File: config.mk
export PLATFORM = sky130hd
export DESIGN_NAME = pixel_blend_noise_curve_gain_top_flat
export DESIGN_NICKNAME = d
export VERILOG_FILES = /design/src/design/pbn_pkg.sv /design/src/design/pbn_if.sv /design/src/design/pbn_blend.sv /design/src/design/pbn_curve.sv /design/src/design/pbn_gain.sv /design/src/design/pixel_blend_noise_curve_gain_top.sv /design/src/flat_wrapper.sv
export VERILOG_INCLUDE_DIRS = /design/src /design/src/design
export SDC_FILE = /design/constraint.sdc
export NUM_CORES = 1
export LEC_CHECK = 0
export ABC_AREA = 1
export BUFFER_PORTS_ARGS = -buffer_cell sky130_fd_sc_hd__buf_2
export CORE_ASPECT_RATIO = 0.5
export CORE_MARGIN = 2
export CORE_UTILIZATION = 35
export CTS_CLUSTER_SIZE = 20
export DETAILED_ROUTE_END_ITERATION = 8
export PLACE_DENSITY_LB_ADDON = 0.12
export SLEW_MARGIN = 10
export SYNTH_ARGS = -nofsm -noshare
export SYNTH_HDL_FRONTEND = slang
export SYNTH_SLANG_ARGS = --single-unit
File: constraint.sdc
create_clock -name clk -period 12.25 [get_ports clk]
set_input_delay 0 -clock clk [delete_from_list [all_inputs] [get_ports clk]]
set_output_delay 0 -clock clk [all_outputs]
set_load 0.01 [all_outputs]
File: src/design/assert_macros.svh
// assertion macros for the design files, used by the top level
`ifndef ASSERT_MACROS_SVH
`define ASSERT_MACROS_SVH

// clocked check, muted while reset is high
`define ASSERT_CLK(label, prop, msg) \
  label: assert property (@(posedge clk) disable iff (rst) (prop)) else $error(msg);

// clocked check that also holds during reset
`define ASSERT_CLK_ALWAYS(label, prop, msg) \
  label: assert property (@(posedge clk) (prop)) else $error(msg);

`endif

File: src/design/pbn_pkg.sv
// package: widths, register codes and rounding helper for the pixel blend pipeline
package pbn_pkg;

  localparam int WEIGHT_FRAC_BITS = 8;

  localparam int PIX_W = 8;
  localparam int IW_W = 9;
  localparam int NW_W = 9;
  localparam int GAIN_W = 11;
  localparam int CFG_DATA_W = 11;
  localparam int CFG_IDX_W = 2;

  // noise weight after clamping must hold ONE itself
  localparam int WW = (NW_W > WEIGHT_FRAC_BITS + 1) ? NW_W : WEIGHT_FRAC_BITS + 1;
  localparam int IMG_W = PIX_W + 1 + IW_W;
  localparam int MIX_W = PIX_W + WW + 1;
  localparam int GAINP_W = PIX_W + GAIN_W;
  localparam int ACC_W0 = (IMG_W > MIX_W) ? IMG_W : MIX_W;
  localparam int ACC_W = (ACC_W0 > GAINP_W) ? ACC_W0 : GAINP_W;

  localparam logic [WW-1:0] WONE = WW'(1) << WEIGHT_FRAC_BITS;
  localparam logic [WEIGHT_FRAC_BITS-1:0] HALF = {1'b1, {(WEIGHT_FRAC_BITS-1){1'b0}}};

  localparam logic [CFG_IDX_W-1:0] REG_IMAGE_WEIGHT = 2'd0;
  localparam logic [CFG_IDX_W-1:0] REG_NOISE_WEIGHT = 2'd1;
  localparam logic [CFG_IDX_W-1:0] REG_OUTPUT_GAIN = 2'd2;

  localparam logic [IW_W-1:0] IMAGE_WEIGHT_RST = 9'd128;
  localparam logic [NW_W-1:0] NOISE_WEIGHT_RST = 9'd128;
  localparam logic [GAIN_W-1:0] OUTPUT_GAIN_RST = 11'd461;

  // drop the fraction bits, round to nearest with ties to even, clip to 255
  function automatic logic [PIX_W-1:0] rne_sat8(input logic [ACC_W-1:0] x);
    logic [ACC_W-1:0] q;
    logic [WEIGHT_FRAC_BITS-1:0] rem;
    logic inc;
    begin
      q = x >> WEIGHT_FRAC_BITS;
      rem = x[WEIGHT_FRAC_BITS-1:0];
      inc = (rem > HALF) || ((rem == HALF) && q[0]);
      q = q + ACC_W'(inc);
      rne_sat8 = (q > ACC_W'(255)) ? {PIX_W{1'b1}} : q[PIX_W-1:0];
    end
  endfunction

endpackage

File: src/design/pbn_if.sv
// stream and configuration channel interfaces
interface pbn_in_if import pbn_pkg::*; ();
  logic valid;
  logic ready;
  logic [PIX_W-1:0] pixel_a;
  logic [PIX_W-1:0] pixel_b;
  logic [PIX_W-1:0] noise_pixel;
  modport source (output valid, output pixel_a, output pixel_b, output noise_pixel,
                  input ready);
  modport sink (input valid, input pixel_a, input pixel_b, input noise_pixel,
                output ready);
endinterface

interface pbn_out_if import pbn_pkg::*; ();
  logic valid;
  logic ready;
  logic [PIX_W-1:0] pixel_out;
  modport source (output valid, output pixel_out, input ready);
  modport sink (input valid, input pixel_out, output ready);
endinterface

interface pbn_cfg_if import pbn_pkg::*; ();
  logic valid;
  logic ready;
  logic [CFG_IDX_W-1:0] index;
  logic [CFG_DATA_W-1:0] data;
  modport source (output valid, output index, output data, input ready);
  modport sink (input valid, input index, input data, output ready);
endinterface

File: src/design/pbn_blend.sv
// four-stage image mix and noise mix
module pbn_blend import pbn_pkg::*; (
  input  logic              clk,
  input  logic              rst,
  input  logic              in_valid,
  output logic              in_ready,
  input  logic [PIX_W-1:0]  pixel_a,
  input  logic [PIX_W-1:0]  pixel_b,
  input  logic [PIX_W-1:0]  noise_pixel,
  input  logic [IW_W-1:0]   image_weight,
  input  logic [NW_W-1:0]   noise_weight,
  output logic              out_valid,
  input  logic              out_ready,
  output logic [PIX_W-1:0]  mix_pixel
);

  logic v1, v2, v3, v4;
  logic en1, en2, en3, en4;
  logic [IMG_W-1:0] prod1;
  logic [PIX_W-1:0] n1, n2;
  logic [PIX_W-1:0] m2;
  logic [MIX_W-1:0] mix3;
  logic [PIX_W-1:0] v_pix;
  logic [WW-1:0] w;
  logic [PIX_W:0] sum_ab;

  assign en4 = !v4 || out_ready;
  assign en3 = !v3 || en4;
  assign en2 = !v2 || en3;
  assign en1 = !v1 || en2;
  assign in_ready = en1;

  // weights above one clamp to one
  assign w = (WW'(noise_weight) > WONE) ? WONE : WW'(noise_weight);
  assign sum_ab = {1'b0, pixel_a} + {1'b0, pixel_b};

  always_ff @(posedge clk) begin
    if (rst) begin
      v1 <= 1'b0;
      v2 <= 1'b0;
      v3 <= 1'b0;
      v4 <= 1'b0;
    end else begin
      if (en1) v1 <= in_valid;
      if (en2) v2 <= v1;
      if (en3) v3 <= v2;
      if (en4) v4 <= v3;
    end
  end

  always_ff @(posedge clk) begin
    if (en1 && in_valid) begin
      prod1 <= IMG_W'(sum_ab) * IMG_W'(image_weight);
      n1 <= noise_pixel;
    end
    if (en2 && v1) begin
      m2 <= rne_sat8(ACC_W'(prod1));
      n2 <= n1;
    end
    if (en3 && v2) begin
      mix3 <= MIX_W'(m2) * MIX_W'(WONE - w) + MIX_W'(n2) * MIX_W'(w);
    end
    if (en4 && v3) begin
      v_pix <= rne_sat8(ACC_W'(mix3));
    end
  end

  assign out_valid = v4;
  assign mix_pixel = v_pix;

endmodule

File: src/design/pbn_curve.sv
// two-stage square curve, round(v*v/255)
module pbn_curve import pbn_pkg::*; (
  input  logic              clk,
  input  logic              rst,
  input  logic              in_valid,
  output logic              in_ready,
  input  logic [PIX_W-1:0]  mix_pixel,
  output logic              out_valid,
  input  logic              out_ready,
  output logic [PIX_W-1:0]  curve_pixel
);

  logic v1, v2;
  logic en1, en2;
  logic [15:0] sq;
  logic [15:0] x1;
  logic [23:0] x257;
  logic [7:0] q0;
  logic [15:0] r;
  logic [PIX_W-1:0] c2;

  assign en2 = !v2 || out_ready;
  assign en1 = !v1 || en2;
  assign in_ready = en1;

  assign sq = {8'd0, mix_pixel} * {8'd0, mix_pixel};

  // x*257 >> 16 is the quotient by 255 or one short of it
  assign x257 = {8'd0, x1} + {x1, 8'd0};
  assign q0 = x257[23:16];
  assign r = x1 - ({q0, 8'd0} - {8'd0, q0});

  always_ff @(posedge clk) begin
    if (rst) begin
      v1 <= 1'b0;
      v2 <= 1'b0;
    end else begin
      if (en1) v1 <= in_valid;
      if (en2) v2 <= v1;
    end
  end

  always_ff @(posedge clk) begin
    // adding 127 turns round to nearest into a floor, no ties with an odd divisor
    if (en1 && in_valid) x1 <= sq + 16'd127;
    if (en2 && v1) c2 <= (r >= 16'd255) ? q0 + 8'd1 : q0;
  end

  assign out_valid = v2;
  assign curve_pixel = c2;

endmodule

File: src/design/pbn_gain.sv
// two-stage gain multiply with rounding and saturation
module pbn_gain import pbn_pkg::*; (
  input  logic              clk,
  input  logic              rst,
  input  logic              in_valid,
  output logic              in_ready,
  input  logic [PIX_W-1:0]  curve_pixel,
  input  logic [GAIN_W-1:0] output_gain,
  output logic              out_valid,
  input  logic              out_ready,
  output logic [PIX_W-1:0]  pixel_out
);

  logic v1, v2;
  logic en1, en2;
  logic [GAINP_W-1:0] prod1;
  logic [PIX_W-1:0] p2;

  assign en2 = !v2 || out_ready;
  assign en1 = !v1 || en2;
  assign in_ready = en1;

  always_ff @(posedge clk) begin
    if (rst) begin
      v1 <= 1'b0;
      v2 <= 1'b0;
    end else begin
      if (en1) v1 <= in_valid;
      if (en2) v2 <= v1;
    end
  end

  always_ff @(posedge clk) begin
    if (en1 && in_valid) prod1 <= GAINP_W'(curve_pixel) * GAINP_W'(output_gain);
    if (en2 && v1) p2 <= rne_sat8(ACC_W'(prod1));
  end

  assign out_valid = v2;
  assign pixel_out = p2;

endmodule

File: src/design/pixel_blend_noise_curve_gain_top.sv
// top level: config registers and the eight-stage blend, curve and gain pipeline
`include "assert_macros.svh"

// Grey pixel blend pipeline. Each word carries pixel_a, pixel_b and noise_pixel and
// yields one pixel_out: the two image pixels are mixed with image_weight, that mix is
// blended with the noise pixel by noise_weight, passed through a square curve and
// scaled by output_gain, all with round-half-even and saturation to 0..255.
// Throughput is one pixel per clock unless the output stalls; there are eight
// register stages (four for the mixes, two for the curve, two for the gain), the
// last of which is the output register. A stall at the output backs up stage by
// stage, so empty stages keep filling. Configuration writes are always accepted and
// take effect at once; write them only while the pipeline is empty. Writes to an
// index past the gain register are dropped.
module pixel_blend_noise_curve_gain_top import pbn_pkg::*; (
  input  logic clk,
  input  logic rst,
  pbn_in_if.sink    pix_in,
  pbn_out_if.source pix_out,
  pbn_cfg_if.sink   cfg
);

  logic [IW_W-1:0] image_weight;
  logic [NW_W-1:0] noise_weight;
  logic [GAIN_W-1:0] output_gain;

  logic blend_valid, blend_ready;
  logic [PIX_W-1:0] mix_pixel;
  logic curve_valid, curve_ready;
  logic [PIX_W-1:0] curve_pixel;

  assign cfg.ready = 1'b1;

  always_ff @(posedge clk) begin
    if (rst) begin
      image_weight <= IMAGE_WEIGHT_RST;
      noise_weight <= NOISE_WEIGHT_RST;
      output_gain <= OUTPUT_GAIN_RST;
    end else if (cfg.valid) begin
      unique case (cfg.index)
        REG_IMAGE_WEIGHT: image_weight <= cfg.data[IW_W-1:0];
        REG_NOISE_WEIGHT: noise_weight <= cfg.data[NW_W-1:0];
        REG_OUTPUT_GAIN:  output_gain <= cfg.data[GAIN_W-1:0];
        default: ;
      endcase
    end
  end

  pbn_blend u_blend (
    .clk          (clk),
    .rst          (rst),
    .in_valid     (pix_in.valid),
    .in_ready     (pix_in.ready),
    .pixel_a      (pix_in.pixel_a),
    .pixel_b      (pix_in.pixel_b),
    .noise_pixel  (pix_in.noise_pixel),
    .image_weight (image_weight),
    .noise_weight (noise_weight),
    .out_valid    (blend_valid),
    .out_ready    (blend_ready),
    .mix_pixel    (mix_pixel)
  );

  pbn_curve u_curve (
    .clk         (clk),
    .rst         (rst),
    .in_valid    (blend_valid),
    .in_ready    (blend_ready),
    .mix_pixel   (mix_pixel),
    .out_valid   (curve_valid),
    .out_ready   (curve_ready),
    .curve_pixel (curve_pixel)
  );

  pbn_gain u_gain (
    .clk         (clk),
    .rst         (rst),
    .in_valid    (curve_valid),
    .in_ready    (curve_ready),
    .curve_pixel (curve_pixel),
    .output_gain (output_gain),
    .out_valid   (pix_out.valid),
    .out_ready   (pix_out.ready),
    .pixel_out   (pix_out.pixel_out)
  );

  // input only backs up when the output word is held
  `ASSERT_CLK(a_stall_from_output, !pix_in.ready |-> (pix_out.valid && !pix_out.ready), "input stalled with output free")
  `ASSERT_CLK_ALWAYS(a_reset_empty, rst |=> !pix_out.valid, "output valid right after reset")
  `ASSERT_CLK(a_iw_hold, !(cfg.valid && (cfg.index == REG_IMAGE_WEIGHT)) |=> $stable(image_weight), "image weight changed without a write")

endmodule

File: src/flat_wrapper.sv
// flat-port wrapper written by rule: the top's interface ports become plain ports
module pixel_blend_noise_curve_gain_top_flat import pbn_pkg::*;
  (clk, rst, pix_in_valid, pix_in_pixel_a, pix_in_pixel_b, pix_in_noise_pixel, pix_in_ready, pix_out_valid, pix_out_pixel_out, pix_out_ready, cfg_valid, cfg_index, cfg_data, cfg_ready);
  pbn_in_if pix_in_i ();
  pbn_out_if pix_out_i ();
  pbn_cfg_if cfg_i ();
  input  logic clk;
  input  logic rst;
  input wire logic [$bits(pix_in_i.valid)-1:0] pix_in_valid;
  input wire logic [$bits(pix_in_i.pixel_a)-1:0] pix_in_pixel_a;
  input wire logic [$bits(pix_in_i.pixel_b)-1:0] pix_in_pixel_b;
  input wire logic [$bits(pix_in_i.noise_pixel)-1:0] pix_in_noise_pixel;
  output wire logic [$bits(pix_in_i.ready)-1:0] pix_in_ready;
  output wire logic [$bits(pix_out_i.valid)-1:0] pix_out_valid;
  output wire logic [$bits(pix_out_i.pixel_out)-1:0] pix_out_pixel_out;
  input wire logic [$bits(pix_out_i.ready)-1:0] pix_out_ready;
  input wire logic [$bits(cfg_i.valid)-1:0] cfg_valid;
  input wire logic [$bits(cfg_i.index)-1:0] cfg_index;
  input wire logic [$bits(cfg_i.data)-1:0] cfg_data;
  output wire logic [$bits(cfg_i.ready)-1:0] cfg_ready;
  assign pix_in_i.valid = pix_in_valid;
  assign pix_in_i.pixel_a = pix_in_pixel_a;
  assign pix_in_i.pixel_b = pix_in_pixel_b;
  assign pix_in_i.noise_pixel = pix_in_noise_pixel;
  assign pix_in_ready = pix_in_i.ready;
  assign pix_out_valid = pix_out_i.valid;
  assign pix_out_pixel_out = pix_out_i.pixel_out;
  assign pix_out_i.ready = pix_out_ready;
  assign cfg_i.valid = cfg_valid;
  assign cfg_i.index = cfg_index;
  assign cfg_i.data = cfg_data;
  assign cfg_ready = cfg_i.ready;
  pixel_blend_noise_curve_gain_top u_core (.clk(clk), .rst(rst), .pix_in(pix_in_i), .pix_out(pix_out_i), .cfg(cfg_i));
endmodule
# After elaboration in Yosys (flattened, before gate mapping)

Index checks and enable logic that the tools add are counted.

Flip-flop bits (word level): 156
Input bits: 42
Output and inout port bits: 11

$add $sub $neg: 11
Multipliers: 5
Magnitude comparators: 8
Equal/unequal tests: 5
Muxes and demuxes: 2
Reductions and logical operators: 34

Operators with widths:

| cell                                                                    | count |
|---|---|
| 16-bit by 24-bit adder with 24-bit output                               | 1 |
| 8-bit equality test (second input constant)                             | 3 |
| 8-bit > comparator (second input constant)                              | 3 |
| 10-bit by 1-bit adder with 11-bit output                                | 2 |
| 11-bit by 8-bit > comparator with 1-bit output (second input constant)  | 2 |
| 8-bit by 11-bit multiplier with 19-bit output                           | 1 |
| 18-bit by 17-bit adder with 18-bit output                               | 1 |
| 9-bit by 10-bit multiplier with 18-bit output                           | 1 |
| 9-bit by 9-bit multiplier with 18-bit output                            | 1 |
| 8-bit by 9-bit multiplier with 17-bit output                            | 1 |
| 16-bit by 7-bit adder with 16-bit output (second input constant)        | 1 |
| 16-bit by 8-bit >= comparator with 1-bit output (second input constant) | 1 |
| 8-bit by 8-bit multiplier with 16-bit output                            | 1 |
| 16-bit subtractor                                                       | 1 |
| 16-bit by 8-bit subtractor with 16-bit output                           | 1 |
| 11-bit by 1-bit adder with 12-bit output                                | 1 |
| 12-bit by 8-bit > comparator with 1-bit output (second input constant)  | 1 |
| 1-bit logical AND                                                       | 11 |
| 1-bit logical OR                                                        | 11 |
| 9-bit by 9-bit subtractor with 10-bit output (first input constant)     | 1 |
| 8-bit by 8-bit adder with 9-bit output                                  | 1 |
| 9-bit > comparator (second input constant)                              | 1 |
| 9-bit two-way mux                                                       | 1 |
| 8-bit by 1-bit adder with 8-bit output (second input constant)          | 1 |
| other kinds (6)                                                         | 15 |

# Depth between registers and ports, before layout

Depth in word-level cells: 10
Depth in mapped cells: 32

# Hierarchy

Synthesis repeated with hierarchy kept, for this count alone.

Cell total of the unflattened synthesis: 2712
Area, all modules: 21395.5 um^2

Modules (own cells, without submodules):

| module                           | times used | cells an instance | area an instance (um^2) | seq. area each (um^2) |
|---|---|---|---|---|
| pbn_blend                        | 1          | 1351              | 11461.0                 | 2122.0 |
| pbn_gain                         | 1          | 596               | 4391.7                  | 850.8 |
| pbn_curve                        | 1          | 588               | 4276.6                  | 730.7 |
| pixel_blend_noise_curve_gain_top | 1          | 177               | 1266.2                  | 580.6 |

# Least setup slack after synthesis

Ideal clock, no wire load.

Path kind: flip-flop to flip-flop
Start: reg u_core.noise_weight[8]
End: reg u_core.u_blend.mix3[14] (data pin)
Library setup time: 0.262 ns
Data arrival time: 6.193 ns
Data required time: 11.988 ns
Setup slack: 5.795 ns
Stages on the path, launching flop included: 31
Buffers on the path: 2
Clock period less this slack: 6.455 ns
Path through: dfxtp_1 -> buf_2 -> inv_2 -> nand2_1 -> buf_1 -> ha_1 -> nand2_1 -> nor2_2 -> inv_2 -> nor2_8 -> inv_2 -> nand2_1 -> nor2_1 -> fa_1 -> inv_1 -> fa_1 -> inv_1 -> fa_1 -> fa_1 -> fa_1 -> inv_1 -> fa_1 -> inv_1 -> ha_1 -> nand2_1 -> inv_1 -> a21oi_1 -> o21ai_1 -> a21boi_1 -> o21ai_1 -> xor2_1

Longest elaborated chain between the ends: 5

RTL lines:

| element                                       | line                                   | source |
|---|---|---|
| from (decl)                                   | pixel_blend_noise_curve_gain_top.sv:23 | `logic [NW_W-1:0] noise_weight;` |
| from (signal assigned)                        | pixel_blend_noise_curve_gain_top.sv:41 | `REG_NOISE_WEIGHT: noise_weight <= cfg.data[NW_W-1:0];` |
| 9-bit > comparator                            | pbn_blend.sv:34                        | `assign w = (WW'(noise_weight) > WONE) ? WONE : WW'(noise_weight);` |
| 9-bit two-way mux *                           | pbn_blend.sv:34                        |  |
| 9-bit by 9-bit subtractor with 10-bit output  | pbn_blend.sv:61                        | `mix3 <= MIX_W'(m2) * MIX_W'(WONE - w) + MIX_W'(n2) * MIX_W'(w);` |
| 9-bit by 10-bit multiplier with 18-bit output | pbn_blend.sv:61                        |  |
| 18-bit by 17-bit adder with 18-bit output *   | pbn_blend.sv:61                        |  |
| to (signal assigned)                          | pbn_blend.sv:61                        |  |
| to (decl)                                     | pbn_blend.sv:22                        | `logic [MIX_W-1:0] mix3;` |

Every way passes the cells marked *; elsewhere a longest branch is shown, timed or not.
A chain may end at the register's enable or synchronous reset.

# Worst setup path after layout

Ends and elaborated chain as after synthesis.

==> metrics <==
status complete, no violations; crit path kind reg2reg; core area 57600 sq um; Tot GR Track Use 15.6%; Post-Synth Adder-Cell Area 39.6%; final global-route overflow total 0; # Max-Cap Violations 0; Clock transition at path regs 0.07 ns; slowest stage delay, CP 0.69 ns; die height 175 um; fin. max-slew vios 0; crit-path leading delay family adder cells; worst hold path type in2reg; met3 usage 1.99%; vias per inst 4.48; # DRC 0; post-detail-place hpwl 38.2 mm; CTS resizes 0; Place WS 5.12 ns; clock sinks 155; CP required 12.46 ns; CP dominant cell by count fa_1; Worst slew margin 33.6%; pin count of the biggest net entering global routing 30; final non-filler cell total 3314; drt total wl 44.8 mm; Antenna Cells 0; setup ws final 5.11 ns; sequential share of the synthesized area 21.0%; Synth Area in Compound Gates 5.38%; drt wl/cell 13.5 um; Seq cells post-synth 155; Final period util 58.3%; crit path DAT 7.35 ns; initial antenna violation count 0; Synth cell types 50; Post-synth EDFFs 118; fin crit period 7.14 ns; Pleak 12.0 nW; DR iter-0 viols 798; Post-Syn Area per Cell 8.30 sq um; maximum VDD drop 0.398 mV; aggregate negative setup slack 0 ns; Post-Syn Instances 2462; post-synthesis mux area share 0%; routability cong. 0.836; Worst-Margin Slew 0.994 ns; Simple-Gate Fraction of Synth Area 17.3%; Bufs and invs on worst path 8; RSZ-0062 raised after global routing no; CTS Hold Bufs 26; vias in the first global route 15100; Final Hold Fails 0; Crit Path Max Fanout 14; clk buf depth 2; share of cells above drive strength 1 5.77%; die width 346 um; die area 60400 sq um; Skew-Pair Late Insertion Delay 0.46 ns; number of port buffers 51; Nets 3060; Setup Fix Bufs, Post-CTS 0; initial core utilization 35.5%; largest family of logic cells by synthesized area adder cells; antenna-violating nets left 0; met2 Usage GRT 26.0%; dominant synthesized flop cell edfxtp_1; CTS root buf clkbuf_16; total CTS buffers 17; GRT busiest layer met2; slowest cell on the critical path dfxtp_1; Setup Viol. Count Final 0; IO Pins 53; DR pass1 iterations 6; Area Growth Syn to Fin 9.65%; CTS tree yes; Placement Rows 62; Post-Synth XOR/XNOR Area 4.29%; H-Tree Depth 4; Syn. warnings 0; Post-Route Skew 0.0130 ns; mapped cell area 20400 sq um; total power 4.65 mW; async set-reset flop share out of synthesis 0%; placed cells 3256; Startpoint Class register; pwr dens 208 nW/um^2; GR Util met1 22.0%; total number of vias 14900; first-pass GRT wire length 76.4 mm; Worst Setup End Kind register; Max Clock Freq 140 MHz
[worst paths after layout]
check	startpoint	end	slack [ns]	cells after the start
worst min-delay path	cfg_valid	u_core.output_gain[6]	0.02	5
worst max register to register	u_core.noise_weight[8]	u_core.u_blend.mix3[14]	5.11	28
worst max-delay path	u_core.noise_weight[8]	u_core.u_blend.mix3[14]	5.11	28
worst min register to register	u_core.u_blend.n1[7]	u_core.u_blend.n2[7]	0.42	0
[where the power goes]
part,internal (mW),switching (mW),total [mW]
logic,1.28,1.98,3.25
registers,0.801,0.0579,0.859
clock network,0.286,0.247,0.534
[registers in the layout, indices dropped and copies added, names as in the netlist, 8 cells and up]
signal and count:
u_core.noise_weight 9, u_core.u_blend.n2 8, u_core.u_curve.curve_pixel 8, u_core.u_blend.mix3 18
u_core.image_weight 9, u_core.u_blend.n1 8, u_core.u_blend.mix_pixel 8, u_core.u_curve.x1 15
u_core.output_gain 11, u_core.u_blend.m2 8, u_core.u_gain.prod1 19, u_core.u_blend.prod1 18
u_core.u_gain.pixel_out 8
[synth_stat cells, types with 3 or more instances]
| cell type | count | share of area (%) |
|---|---|---|
| a21boi_1 | 4 | 0.15 |
| a21o_1 | 8 | 0.29 |
| a21oi_1 | 94 | 2.3 |
| a31oi_1 | 7 | 0.21 |
| and2_1 | 3 | 0.092 |
| buf_2 | 3 | 0.073 |
| clkbuf_1 | 43 | 0.79 |
| dfxtp_1 | 37 | 3.6 |
| edfxtp_1 | 118 | 17 |
| fa_1 | 269 | 26 |
| ha_1 | 216 | 13 |
| inv_1 | 606 | 11 |
| inv_2 | 22 | 0.40 |
| nand2_1 | 509 | 9.4 |
| nand2_2 | 8 | 0.25 |
| nand2_4 | 3 | 0.17 |
| nand3_1 | 70 | 1.7 |
| nand4_1 | 19 | 0.58 |
| nor2_1 | 193 | 3.5 |
| nor2_2 | 7 | 0.21 |
| nor2_4 | 4 | 0.22 |
| nor3_1 | 12 | 0.29 |
| o21ai_0 | 47 | 1.2 |
| o21ai_1 | 16 | 0.39 |
| o21bai_1 | 3 | 0.11 |
| o31a_1 | 3 | 0.13 |
| o31ai_1 | 3 | 0.11 |
| or2_2 | 8 | 0.25 |
| xnor2_1 | 43 | 1.8 |
| xor2_1 | 57 | 2.4 |
[cell usage in the layout, fill, tap and decap left out, types with 3 or more instances in the layout]
cell	netlist	layout
dfxtp_1	37	37
nand2_1	509	509
or2_2	8	8
clkbuf_16	0	17
fa_1	269	269
o31ai_1	3	3
o21ai_1	16	16
nor2_1	193	193
inv_2	22	22
a21boi_1	4	4
inv_8	0	3
a31oi_1	7	7
nand2_4	3	3
inv_6	0	6
o31a_1	3	3
xnor2_1	43	43
and2_1	3	3
edfxtp_1	118	118
inv_1	606	606
nand2_2	8	8
buf_2	3	51
a21oi_1	94	93
nand3_1	70	70
nor3_1	12	11
nor2_2	7	7
dlygate4sd3_1	0	26
o21ai_0	47	47
a21o_1	8	8
conb_1	2	24
ha_1	216	216
nand4_1	19	19
nor2_4	4	4
o21bai_1	3	3
xor2_1	57	57
[worst min-delay path, cell delays in order]
cell     delay [ns]
buf_2          0.10
inv_1          0.08
nor3_2         0.11
nand2_1        0.07
nand3_1        0.06
[cell families (layout without fill, tap and decap cells)]
group	Yosys count	count (layout)
buffers and inverters	676	738
and+or+nand+nor	847	847
AOI/OAI and AO/OA	197	197
other	2	24
DFF	155	155
xor gates and xnor gates	100	100
adders and majority gates	485	485
[routing by layer]
metal	vias up	share of wire, %
li1	7574	-
met4	0	0.90
met2	159	46
met5	-	0
met3	23	2.7
met1	7104	50
[stage by stage]
stage / instance area, sq um / utilization, % / hold slack, ns
6_report: 22400 / 38.9 / 0.0216
5_1_grt: 22400 / 38.9 / 0.0519
4_1_cts: 22400 / 38.9 / 0.0571
3_5_place_dp: 21600 / 37.4 / 0.178
3_3_place_gp: 21600 / 37.4 / 0.177
2_1_floorplan: 20500 / - / 0.0989
[cell type report]
type,count,area (sq um)
fillers,5951,35200
inverters,628,2360
flip-flops and latches,155,4280
repair buffers,78,523
clock inverters,15,150
multi-input cells,1653,13700
clock buffers,17,425
well taps,768,961
No activity file was read; power rests on OpenSTA's default activity.
